File: src/rtl/ccs_pkg.sv
`default_nettype none
// ----------------------------------------------------------------------------
// ccs_pkg: shared definitions for the chunk counting sort
// Sizes, field widths and the command and status bundles that pass between
// the controller and the datapath.
// ----------------------------------------------------------------------------
package ccs_pkg;

  localparam int ALPHABET    = 256;
  localparam int SYM_W       = $clog2(ALPHABET);
  localparam int CHUNK_DEPTH = 64;
  localparam int IDX_W       = $clog2(CHUNK_DEPTH);
  localparam int FILL_W      = IDX_W + 1;
  localparam int CNT_W       = ((SYM_W > IDX_W) ? SYM_W : IDX_W) + 1;

  localparam int SYMBOL_W    = 8;
  localparam int CFG_W       = 7;
  localparam int TDATA_OUT_W = 8;

  localparam logic [CFG_W-1:0] CHUNK_SIZE_RESET = CFG_W'(64);

  typedef struct packed {
    logic load_acc;
    logic inc_wr;
    logic pfx_start;
    logic pfx_step;
    logic sc_sym_rd;
    logic sc_bkt_rd;
    logic sc_wr;
    logic em_rd;
    logic em_ld;
    logic cnt_clr;
    logic cnt_inc;
    logic chunk_done;
  } ccs_cmd_t;

  typedef struct packed {
    logic close;
    logic pfx_done;
    logic idx_last;
    logic out_free;
  } ccs_stat_t;

endpackage
`default_nettype wire

File: src/rtl/chunk_counting_sort_top.sv
`default_nettype none
// ----------------------------------------------------------------------------
// chunk_counting_sort_top: stable counting sort of symbols in chunks
// Symbols arrive one per transfer; on chunk close the positions within the
// chunk are streamed out in stable sorted order, the final one with tlast.
// ----------------------------------------------------------------------------
// A chunk closes on a symbol with tlast set or when chunk_size symbols have
// been taken (zero acts as one, values above 64 act as 64). Each symbol is
// loaded by a read-modify-write of the histogram RAM, and the next symbol is
// not accepted until the increment is written. On close the block stops
// accepting and runs a prefix sweep over the 256 histogram entries, a stable
// scatter over the symbols, then after a read of the first position emits one
// position per cycle while the sink is ready. The histogram is cleared at once
// through per-entry flags, so there is no clearing pass after reset or between
// chunks. The next chunk may load while the final position still waits in the
// output register.
// ----------------------------------------------------------------------------
module chunk_counting_sort_top import ccs_pkg::*; (
  input  wire logic                   clk_i,
  input  wire logic                   rst_ni,
  input  wire logic                   cfg_we_i,
  input  wire logic [CFG_W-1:0]       cfg_wdata_i,    // chunk_size
  input  wire logic                   s_axis_tvalid_i,
  output logic                        s_axis_tready_o,
  input  wire logic [SYMBOL_W-1:0]    s_axis_tdata_i, // [7:0] symbol
  input  wire logic                   s_axis_tlast_i,
  output logic                        m_axis_tvalid_o,
  input  wire logic                   m_axis_tready_i,
  output logic [TDATA_OUT_W-1:0]      m_axis_tdata_o, // [5:0] position, [7:6] zero
  output logic                        m_axis_tlast_o
);

  ccs_cmd_t  cmd;
  ccs_stat_t stat;

  ccs_ctrl u_ctrl (
    .clk_i      (clk_i),
    .rst_ni     (rst_ni),
    .s_tvalid_i (s_axis_tvalid_i),
    .s_tready_o (s_axis_tready_o),
    .stat_i     (stat),
    .cmd_o      (cmd)
  );

  ccs_dp u_dp (
    .clk_i          (clk_i),
    .rst_ni         (rst_ni),
    .cfg_we_i       (cfg_we_i),
    .cfg_wdata_i    (cfg_wdata_i),
    .symbol_i       (s_axis_tdata_i),
    .end_of_chunk_i (s_axis_tlast_i),
    .cmd_i          (cmd),
    .stat_o         (stat),
    .m_tready_i     (m_axis_tready_i),
    .m_tvalid_o     (m_axis_tvalid_o),
    .m_tdata_o      (m_axis_tdata_o),
    .m_tlast_o      (m_axis_tlast_o)
  );

endmodule
`default_nettype wire

File: src/rtl/ccs_ram.sv
`default_nettype none
// ----------------------------------------------------------------------------
// ccs_ram: generic simple dual-port RAM
// One write port and one read port, read data registered.
// ----------------------------------------------------------------------------
module ccs_ram #(
  parameter int WIDTH = 8,
  parameter int DEPTH = 64
) (
  input  wire logic                     clk_i,
  input  wire logic                     we_i,
  input  wire logic [$clog2(DEPTH)-1:0] waddr_i,
  input  wire logic [WIDTH-1:0]         wdata_i,
  input  wire logic                     re_i,
  input  wire logic [$clog2(DEPTH)-1:0] raddr_i,
  output logic      [WIDTH-1:0]         rdata_o
);

  logic [WIDTH-1:0] mem_q [DEPTH];
  logic [WIDTH-1:0] rdata_q;

  always_ff @(posedge clk_i) begin
    if (we_i) begin
      mem_q[waddr_i] <= wdata_i;
    end
  end

  always_ff @(posedge clk_i) begin
    if (re_i) begin
      rdata_q <= mem_q[raddr_i];
    end
  end

  assign rdata_o = rdata_q;

endmodule
`default_nettype wire

File: src/rtl/ccs_dp.sv
`default_nettype none
// ----------------------------------------------------------------------------
// ccs_dp: chunk counting sort datapath
// Histogram, symbol and sorted-position memories, counters, prefix sum
// accumulator and the output register.
// ----------------------------------------------------------------------------
module ccs_dp import ccs_pkg::*; (
  input  wire logic                   clk_i,
  input  wire logic                   rst_ni,
  input  wire logic                   cfg_we_i,
  input  wire logic [CFG_W-1:0]       cfg_wdata_i,
  input  wire logic [SYMBOL_W-1:0]    symbol_i,
  input  wire logic                   end_of_chunk_i,
  input  wire ccs_cmd_t               cmd_i,
  output ccs_stat_t                   stat_o,
  input  wire logic                   m_tready_i,
  output logic                        m_tvalid_o,
  output logic [TDATA_OUT_W-1:0]      m_tdata_o,
  output logic                        m_tlast_o
);

  logic [CFG_W-1:0]    chunk_size_q;
  logic [FILL_W-1:0]   fill_q, fill_d, limit, fill_inc;
  logic [SYM_W-1:0]    sym_q, in_sym;
  logic                close_q, close_d;
  logic [CNT_W-1:0]    cnt_q, cnt_d, cnt_nx, cnt_m1;
  logic [FILL_W-1:0]   sum_q, sum_d;
  logic                out_valid_q;
  logic [IDX_W-1:0]    out_pos_q;
  logic                out_last_q;
  logic [ALPHABET-1:0] vld_q, vld_d;
  logic                vld_rd_q;
  logic                pfx_done, pfx_wr, idx_last;

  logic                b_re, b_we;
  logic [SYM_W-1:0]    b_raddr, b_waddr;
  logic [FILL_W-1:0]   b_rdata, b_wdata, bkt_val, bkt_inc;

  logic                s_re;
  logic [IDX_W-1:0]    s_raddr;
  logic [SYM_W-1:0]    s_rdata;

  logic                o_re;
  logic [IDX_W-1:0]    o_raddr;
  logic [IDX_W-1:0]    o_rdata;

  assign in_sym   = symbol_i[SYM_W-1:0];
  assign cnt_nx   = cnt_q + CNT_W'(1);
  assign cnt_m1   = cnt_q - CNT_W'(1);
  assign fill_inc = fill_q + FILL_W'(1);
  assign pfx_done = (cnt_q == CNT_W'(ALPHABET));
  assign pfx_wr   = cmd_i.pfx_step && (cnt_q != '0);
  assign idx_last = (cnt_nx == CNT_W'(fill_q));
  assign bkt_val  = vld_rd_q ? b_rdata : '0;
  assign bkt_inc  = bkt_val + FILL_W'(1);

  // chunk limit: zero acts as one, large values saturate
  always_comb begin
    if (chunk_size_q == '0) begin
      limit = FILL_W'(1);
    end else if (FILL_W'(chunk_size_q) > FILL_W'(CHUNK_DEPTH)) begin
      limit = FILL_W'(CHUNK_DEPTH);
    end else begin
      limit = FILL_W'(chunk_size_q);
    end
  end

  assign close_d = end_of_chunk_i || (fill_inc >= limit);

  // histogram port selection
  always_comb begin
    b_re    = 1'b0;
    b_raddr = in_sym;
    if (cmd_i.load_acc) begin
      b_re    = 1'b1;
      b_raddr = in_sym;
    end else if (cmd_i.pfx_step && !pfx_done) begin
      b_re    = 1'b1;
      b_raddr = cnt_q[SYM_W-1:0];
    end else if (cmd_i.sc_bkt_rd) begin
      b_re    = 1'b1;
      b_raddr = s_rdata;
    end
  end

  always_comb begin
    b_we    = 1'b0;
    b_waddr = sym_q;
    b_wdata = bkt_inc;
    if (cmd_i.inc_wr) begin
      b_we    = 1'b1;
    end else if (pfx_wr) begin
      b_we    = 1'b1;
      b_waddr = cnt_m1[SYM_W-1:0];
      b_wdata = sum_q;
    end else if (cmd_i.sc_wr) begin
      b_we    = 1'b1;
      b_waddr = s_rdata;
    end
  end

  // entries without a flag read as zero, so the histogram clears at once
  always_comb begin
    vld_d = vld_q;
    if (cmd_i.chunk_done) begin
      vld_d = '0;
    end else if (b_we) begin
      vld_d[b_waddr] = 1'b1;
    end
  end

  always_ff @(posedge clk_i or negedge rst_ni) begin
    if (!rst_ni) begin
      vld_q    <= '0;
      vld_rd_q <= 1'b0;
    end else begin
      vld_q <= vld_d;
      if (b_re) begin
        vld_rd_q <= vld_q[b_raddr];
      end
    end
  end

  ccs_ram #(.WIDTH(FILL_W), .DEPTH(ALPHABET)) u_bucket_ram (
    .clk_i   (clk_i),
    .we_i    (b_we),
    .waddr_i (b_waddr),
    .wdata_i (b_wdata),
    .re_i    (b_re),
    .raddr_i (b_raddr),
    .rdata_o (b_rdata)
  );

  // symbol store, next symbol fetched during each scatter write
  assign s_re    = cmd_i.sc_sym_rd || cmd_i.sc_wr;
  assign s_raddr = cmd_i.sc_wr ? cnt_nx[IDX_W-1:0] : cnt_q[IDX_W-1:0];

  ccs_ram #(.WIDTH(SYM_W), .DEPTH(CHUNK_DEPTH)) u_symbol_ram (
    .clk_i   (clk_i),
    .we_i    (cmd_i.load_acc),
    .waddr_i (fill_q[IDX_W-1:0]),
    .wdata_i (in_sym),
    .re_i    (s_re),
    .raddr_i (s_raddr),
    .rdata_o (s_rdata)
  );

  assign o_re    = cmd_i.em_rd || cmd_i.em_ld;
  assign o_raddr = cmd_i.em_ld ? cnt_nx[IDX_W-1:0] : cnt_q[IDX_W-1:0];

  ccs_ram #(.WIDTH(IDX_W), .DEPTH(CHUNK_DEPTH)) u_sorted_ram (
    .clk_i   (clk_i),
    .we_i    (cmd_i.sc_wr),
    .waddr_i (bkt_val[IDX_W-1:0]),
    .wdata_i (cnt_q[IDX_W-1:0]),
    .re_i    (o_re),
    .raddr_i (o_raddr),
    .rdata_o (o_rdata)
  );

  always_comb begin
    fill_d = fill_q;
    if (cmd_i.chunk_done) begin
      fill_d = '0;
    end else if (cmd_i.load_acc) begin
      fill_d = fill_inc;
    end
  end

  always_comb begin
    cnt_d = cnt_q;
    if (cmd_i.pfx_start || cmd_i.cnt_clr) begin
      cnt_d = '0;
    end else if (cmd_i.cnt_inc) begin
      cnt_d = cnt_nx;
    end
  end

  always_comb begin
    sum_d = sum_q;
    if (cmd_i.pfx_start) begin
      sum_d = '0;
    end else if (pfx_wr) begin
      sum_d = sum_q + bkt_val;
    end
  end

  always_ff @(posedge clk_i or negedge rst_ni) begin
    if (!rst_ni) begin
      chunk_size_q <= CHUNK_SIZE_RESET;
      fill_q       <= '0;
      close_q      <= 1'b0;
      cnt_q        <= '0;
      sum_q        <= '0;
      out_valid_q  <= 1'b0;
    end else begin
      if (cfg_we_i) begin
        chunk_size_q <= cfg_wdata_i;
      end
      fill_q <= fill_d;
      cnt_q  <= cnt_d;
      sum_q  <= sum_d;
      if (cmd_i.load_acc) begin
        close_q <= close_d;
      end
      if (cmd_i.em_ld) begin
        out_valid_q <= 1'b1;
      end else if (m_tready_i) begin
        out_valid_q <= 1'b0;
      end
    end
  end

  always_ff @(posedge clk_i) begin
    if (cmd_i.load_acc) begin
      sym_q <= in_sym;
    end
    if (cmd_i.em_ld) begin
      out_pos_q  <= o_rdata;
      out_last_q <= idx_last;
    end
  end

  assign stat_o.close    = close_q;
  assign stat_o.pfx_done = pfx_done;
  assign stat_o.idx_last = idx_last;
  assign stat_o.out_free = !out_valid_q || m_tready_i;

  assign m_tvalid_o = out_valid_q;
  assign m_tdata_o  = TDATA_OUT_W'(out_pos_q);
  assign m_tlast_o  = out_last_q;

  // a chunk never grows past the store
  a_fill_bound: assert property (@(posedge clk_i) disable iff (!rst_ni)
    cmd_i.load_acc |-> (fill_q < FILL_W'(CHUNK_DEPTH)))
    else $error("symbol taken into a full chunk");

  // running bucket start stays within the chunk
  a_sum_bound: assert property (@(posedge clk_i) disable iff (!rst_ni)
    cmd_i.pfx_step |-> (sum_q <= fill_q))
    else $error("prefix sum exceeds chunk fill");

  // scatter destination lies inside the chunk
  a_dst_bound: assert property (@(posedge clk_i) disable iff (!rst_ni)
    cmd_i.sc_wr |-> (bkt_val < fill_q))
    else $error("scatter destination outside chunk");

endmodule
`default_nettype wire

File: src/rtl/ccs_ctrl.sv
`default_nettype none
// ----------------------------------------------------------------------------
// ccs_ctrl: chunk counting sort controller
// Sequences load, histogram update, prefix sweep, scatter and emission.
// ----------------------------------------------------------------------------
module ccs_ctrl import ccs_pkg::*; (
  input  wire logic      clk_i,
  input  wire logic      rst_ni,
  input  wire logic      s_tvalid_i,
  output logic           s_tready_o,
  input  wire ccs_stat_t stat_i,
  output ccs_cmd_t       cmd_o
);

  typedef enum logic [7:0] {
    S_LOAD  = 8'b0000_0001,
    S_INC   = 8'b0000_0010,
    S_PFX   = 8'b0000_0100,
    S_SCSYM = 8'b0000_1000,
    S_SCBKT = 8'b0001_0000,
    S_SCWR  = 8'b0010_0000,
    S_EMRD  = 8'b0100_0000,
    S_EMIT  = 8'b1000_0000
  } state_e;

  state_e state_q, state_d;

  always_comb begin
    state_d    = state_q;
    cmd_o      = '0;
    s_tready_o = 1'b0;
    unique case (state_q)
      S_LOAD: begin
        s_tready_o = 1'b1;
        if (s_tvalid_i) begin
          cmd_o.load_acc = 1'b1;
          state_d        = S_INC;
        end
      end
      S_INC: begin
        cmd_o.inc_wr = 1'b1;
        if (stat_i.close) begin
          cmd_o.pfx_start = 1'b1;
          state_d         = S_PFX;
        end else begin
          state_d = S_LOAD;
        end
      end
      S_PFX: begin
        cmd_o.pfx_step = 1'b1;
        cmd_o.cnt_inc  = 1'b1;
        if (stat_i.pfx_done) begin
          cmd_o.cnt_clr = 1'b1;
          state_d       = S_SCSYM;
        end
      end
      S_SCSYM: begin
        cmd_o.sc_sym_rd = 1'b1;
        state_d         = S_SCBKT;
      end
      S_SCBKT: begin
        cmd_o.sc_bkt_rd = 1'b1;
        state_d         = S_SCWR;
      end
      S_SCWR: begin
        cmd_o.sc_wr = 1'b1;
        if (stat_i.idx_last) begin
          cmd_o.cnt_clr = 1'b1;
          state_d       = S_EMRD;
        end else begin
          cmd_o.cnt_inc = 1'b1;
          state_d       = S_SCBKT;
        end
      end
      S_EMRD: begin
        cmd_o.em_rd = 1'b1;
        state_d     = S_EMIT;
      end
      S_EMIT: begin
        if (stat_i.out_free) begin
          cmd_o.em_ld   = 1'b1;
          cmd_o.cnt_inc = 1'b1;
          if (stat_i.idx_last) begin
            cmd_o.chunk_done = 1'b1;
            state_d          = S_LOAD;
          end
        end
      end
      default: begin
        state_d = S_LOAD;
      end
    endcase
  end

  always_ff @(posedge clk_i or negedge rst_ni) begin
    if (!rst_ni) begin
      state_q <= S_LOAD;
    end else begin
      state_q <= state_d;
    end
  end

endmodule
`default_nettype wire

File: config.mk
export PLATFORM = sky130hd
export DESIGN_NAME = chunk_counting_sort_top
export DESIGN_NICKNAME = d
export VERILOG_FILES = /design/src/rtl/ccs_pkg.sv /design/src/rtl/chunk_counting_sort_top.sv /design/src/rtl/ccs_ram.sv /design/src/rtl/ccs_dp.sv /design/src/rtl/ccs_ctrl.sv
export SDC_FILE = /design/constraint.sdc
export NUM_CORES = 2
export LEC_CHECK = 0
export BUFFER_PORTS_ARGS = -buffer_cell sky130_fd_sc_hd__buf_2
export CAP_MARGIN = 10
export CORE_UTILIZATION = 45
export CTS_CLUSTER_DIAMETER = 150
export CTS_CLUSTER_SIZE = 8
export DETAILED_ROUTE_END_ITERATION = 10
export GPL_TIMING_DRIVEN = 0
export SYNTH_ARGS = -nofsm -noshare
export SYNTH_HDL_FRONTEND = slang
export SYNTH_SLANG_ARGS = --single-unit
export TNS_END_PERCENT = 10
File: constraint.sdc
create_clock -name clk_i -period 16.19 [get_ports clk_i]
set_input_delay 0.8095 -clock clk_i [delete_from_list [all_inputs] [get_ports clk_i]]
set_output_delay 0.8095 -clock clk_i [all_outputs]
set_load 0.05 [all_outputs]
==> results.cfg <==
[power]
p_comb_share_pct = 21.5
switchingPower_uw = 6120
irDropWorstVdd_mv = 0.132
p_seq_share_pct = 42.6
swShare_pct = 29.6
total_power_uw = 20700
pwr-share-clk_pct = 35.9
power_density_mw_per_mm2 = 162
leakagePower_uw = 0.0439
p_int_uw = 14600

[floorplan]
core_area_mm2 = 0.244
placementRows = 181
die_area_mm2 = 0.249
start_util_pct = 45.5
io_pins = 32
die_h_um = 499
die_w_um = 499

[clocking]
cts-root-buf = clkbuf_16
cts_setup_buffers = 0
cts_max_level = 5
cts_tree = yes
clock-sinks = 2763
cts_made_buffers = 395
clk_latency_ps = 1000
clkTransAtPathRegs_ps = 50
cts_buffer_depth = 4

[drt]
vias = 72300
initialDrtViolationCount = 11800
drt_first_pass_iters = 9
route.detailed.wl_per_inst_um = 33.8
viasPerCell = 6.28
drt-total-wl_um = 388000
ant_nets = 0
drc = 0

[sta]
fin_skew_ps = 63.3
slew_violations = 21
worst_pin_slew_ps = 1550
finalSetupTns_ps = 0
min_period_ps = 8690
fmax_mhz = 115
period_share_pct = 53.7
setup_viol = 0
rsz0062_at_grt = no
hold_violations = 0
relSlewSlack_pct = -3.10

[finish]
ff_latch_area_mm2 = 0.0815
multi_input_area_mm2 = 0.0275
stdcell_area_mm2 = 0.128
nets = 8095
area_growth_syn_to_layout_pct = 15.2
layout-drive-gt1-share_pct = 12.5
fillCellCount = 20000

[critical_path]
path_cells = clkbuf_1, inv_1, ha_1, nand4_1, nand2b_1, buf_2, a21oi_2, clkbuf_1, clkbuf_1, a31oi_1, a31oi_1, a2111oi_0, nor4_1
cp_max_fo = 32
arrival_ps = 9260
max_stage_delay_ps = 1070
cp-end-kind = register
cp_common_cell = clkbuf_1
crit_start = u_dp.cnt_q[1]
reg2regPathDepth = 13
crit_type = register to register
crit_required_ps = 16760
crit_path_start_kind = register
r2r_start = u_dp.cnt_q[1]
slowest_stage = a31oi_1

[grt]
first_global_vias = 69100
grt_max_degree = 89
grt.total_usage_pct = 30.9
antenna_found_initial = 25
grt.overflow.total = 0
grt_pass1_wl_um = 534000

[synth]
synth_cell_types = 78
syn_area_mm2 = 0.111
yosysSeqAreaShare_pct = 73.4
syn_inst = 7547
synth_edf_count = 2467
async_flop_share_pct = 10.7
ys.flop_type = edfxtp_1
yosys_register_bits = 2763
avgSynthCellArea_um2 = 14.7
yosys_warnings = 0

[placement]
portBuffers = 28
placed_area_mm2 = 0.117
hpwlAfterDp_um = 269000
finalWeightedCongestion = 1.03

[status]
status = complete, but fails checks
violations = capacitance limit, slew limit

[worst_hold_path]
hold_class = input pin to register
min_from = cfg_wdata_i[1]
hold_depth = 2

[job]
cap_viol_max_count = 3
==> cell families (layout without fill, tap and decap cells) <==
group / after synthesis / after routing / share of synthesized area, %
and+or+nand+nor: 2929 / 2929 / 11.3
DFF: 2763 / 2763 / 73.4
AOI/OAI and AO/OA: 800 / 800 / 4.99
muxes: 501 / 501 / 7.85
buffers and inverters: 490 / 1225 / 1.88
xor gates and xnor gates: 45 / 45 / 0.362
adders and majority gates: 18 / 18 / 0.210
other: 1 / 16 / 0.00338
==> final cells by class <==
cell class,count,area share (%)
inverter,16,0.0479
timing repair buffer,111,1.44
clock inverter,10,0.0851
tap,3202,3.13
multi-input combinational,4295,21.5
clock buffer,614,8.44
antenna,14,0.0274
buffer,474,1.60
sequential,2763,63.7
==> cells in the final DEF (no fill, tap or decap), drive strengths merged, types with 13 or more instances in the layout <==
cell,instances
a2111oi,13
a211oi,16
a21oi,135
a311oi,16
a31oi,167
a32o,15
a32oi,61
and3,56
buf,348
clkbuf,850
dfrtp,294
diode,14
edfxtp,2467
ha,17
inv,19
mux2,15
mux2i,192
mux4,294
nand2,1568
nand2b,18
nand3,571
nand4,100
nor2,505
nor2b,15
nor3,16
nor4,31
o21a,246
o21ai,35
o22ai,28
xnor2,24
xor2,21
==> metrics by stage <==
| stage | util (%) | hold WS, ps | setup WS, ps | instances |
|---|---|---|---|---|
| after floorplan | - | 400 | 1820 | 7548 |
| after global placement | 47.2 | 465 | -16640 | 10800 |
| after detailed placement | 47.8 | 473 | 8100 | 10800 |
| after CTS | 52.3 | 46.7 | 8140 | 11500 |
| after global routing | 52.4 | 76.2 | 7810 | 11500 |
| final | 52.4 | 88.9 | 7500 | 11500 |
==> state kept, by name, summed over array words and instances (netlist names), 7 cells and up <==
| name | cells |
|---|---|
| u_ctrl.state_q | 8 |
| u_dp.chunk_size_q | 7 |
| u_dp.cnt_q | 9 |
| u_dp.fill_q | 7 |
| u_dp.sym_q | 8 |
| u_dp.u_bucket_ram.mem_q | 1536 |
| u_dp.u_sorted_ram.mem_q | 384 |
| u_dp.u_symbol_ram.mem_q | 512 |
| u_dp.u_symbol_ram.rdata_o | 8 |
| u_dp.vld_q | 256 |
==> timing repair <==
item                       CTS  global route
resized for setup            0             0
hold endpoints to repair    64             0
hold buffers                 1             0
setup endpoints to repair    0             0
==> power by group through the flow <==
stage               Combinational [uW]  Sequential, uW  Clock [uW]
global route                      4570            8820        7760
CTS                               4350            8810        7470
floorplan                         2180            9300           0
finish                            4450            8810        7440
global placement                  3820            9830           0
detailed placement                4340            8950           0
==> synth_stat cells (all sizes together), types with 135 or more instances <==
library cell     n  area, um2
buf            239       1150
mux2i          192       1920
nand2         1568       5890
o21a           246       1850
dfrtp          294       7360
a21oi          135        676
edfxtp        2467      74100
a31oi          167       1040
mux4           294       6620
nand3          571       2860
nor2           505       1910
clkbuf         235        882
==> critical path: cells and delay by family (launching register included) <==
kind / cells / cell delay [ps]
compound gates: 4 / 2770
flops: 1 / 780
fa+ha+maj: 1 / 330
simple gates: 3 / 1580
buf+inv: 5 / 2810
==> path summary, 6_finish.rpt <==
path | endpoint | slack, ps
min in group asynchronous | u_dp.vld_q[48] | 410
max in group asynchronous | u_dp.cnt_q[0] | 13960
worst min-delay path | u_dp.chunk_size_q[1] | 90
worst max register to register | u_dp.u_bucket_ram.rdata_o[2] | 7500
worst max-delay path | u_dp.u_bucket_ram.rdata_o[2] | 7500
worst min register to register | u_dp.vld_q[244] | 480
==> routing by layer <==
metal | up-vias | global-route usage [%] | share of wire [%]
met1 | 36900 | 42.9 | 39
met4 | 12 | 15.9 | 5.8
met3 | 982 | 8.87 | 13
met5 | - | 0.367 | 0.051
met2 | 4865 | 44.4 | 43
li1 | 29500 | - | -
Note: power is estimated with default switching activity, not from simulation.
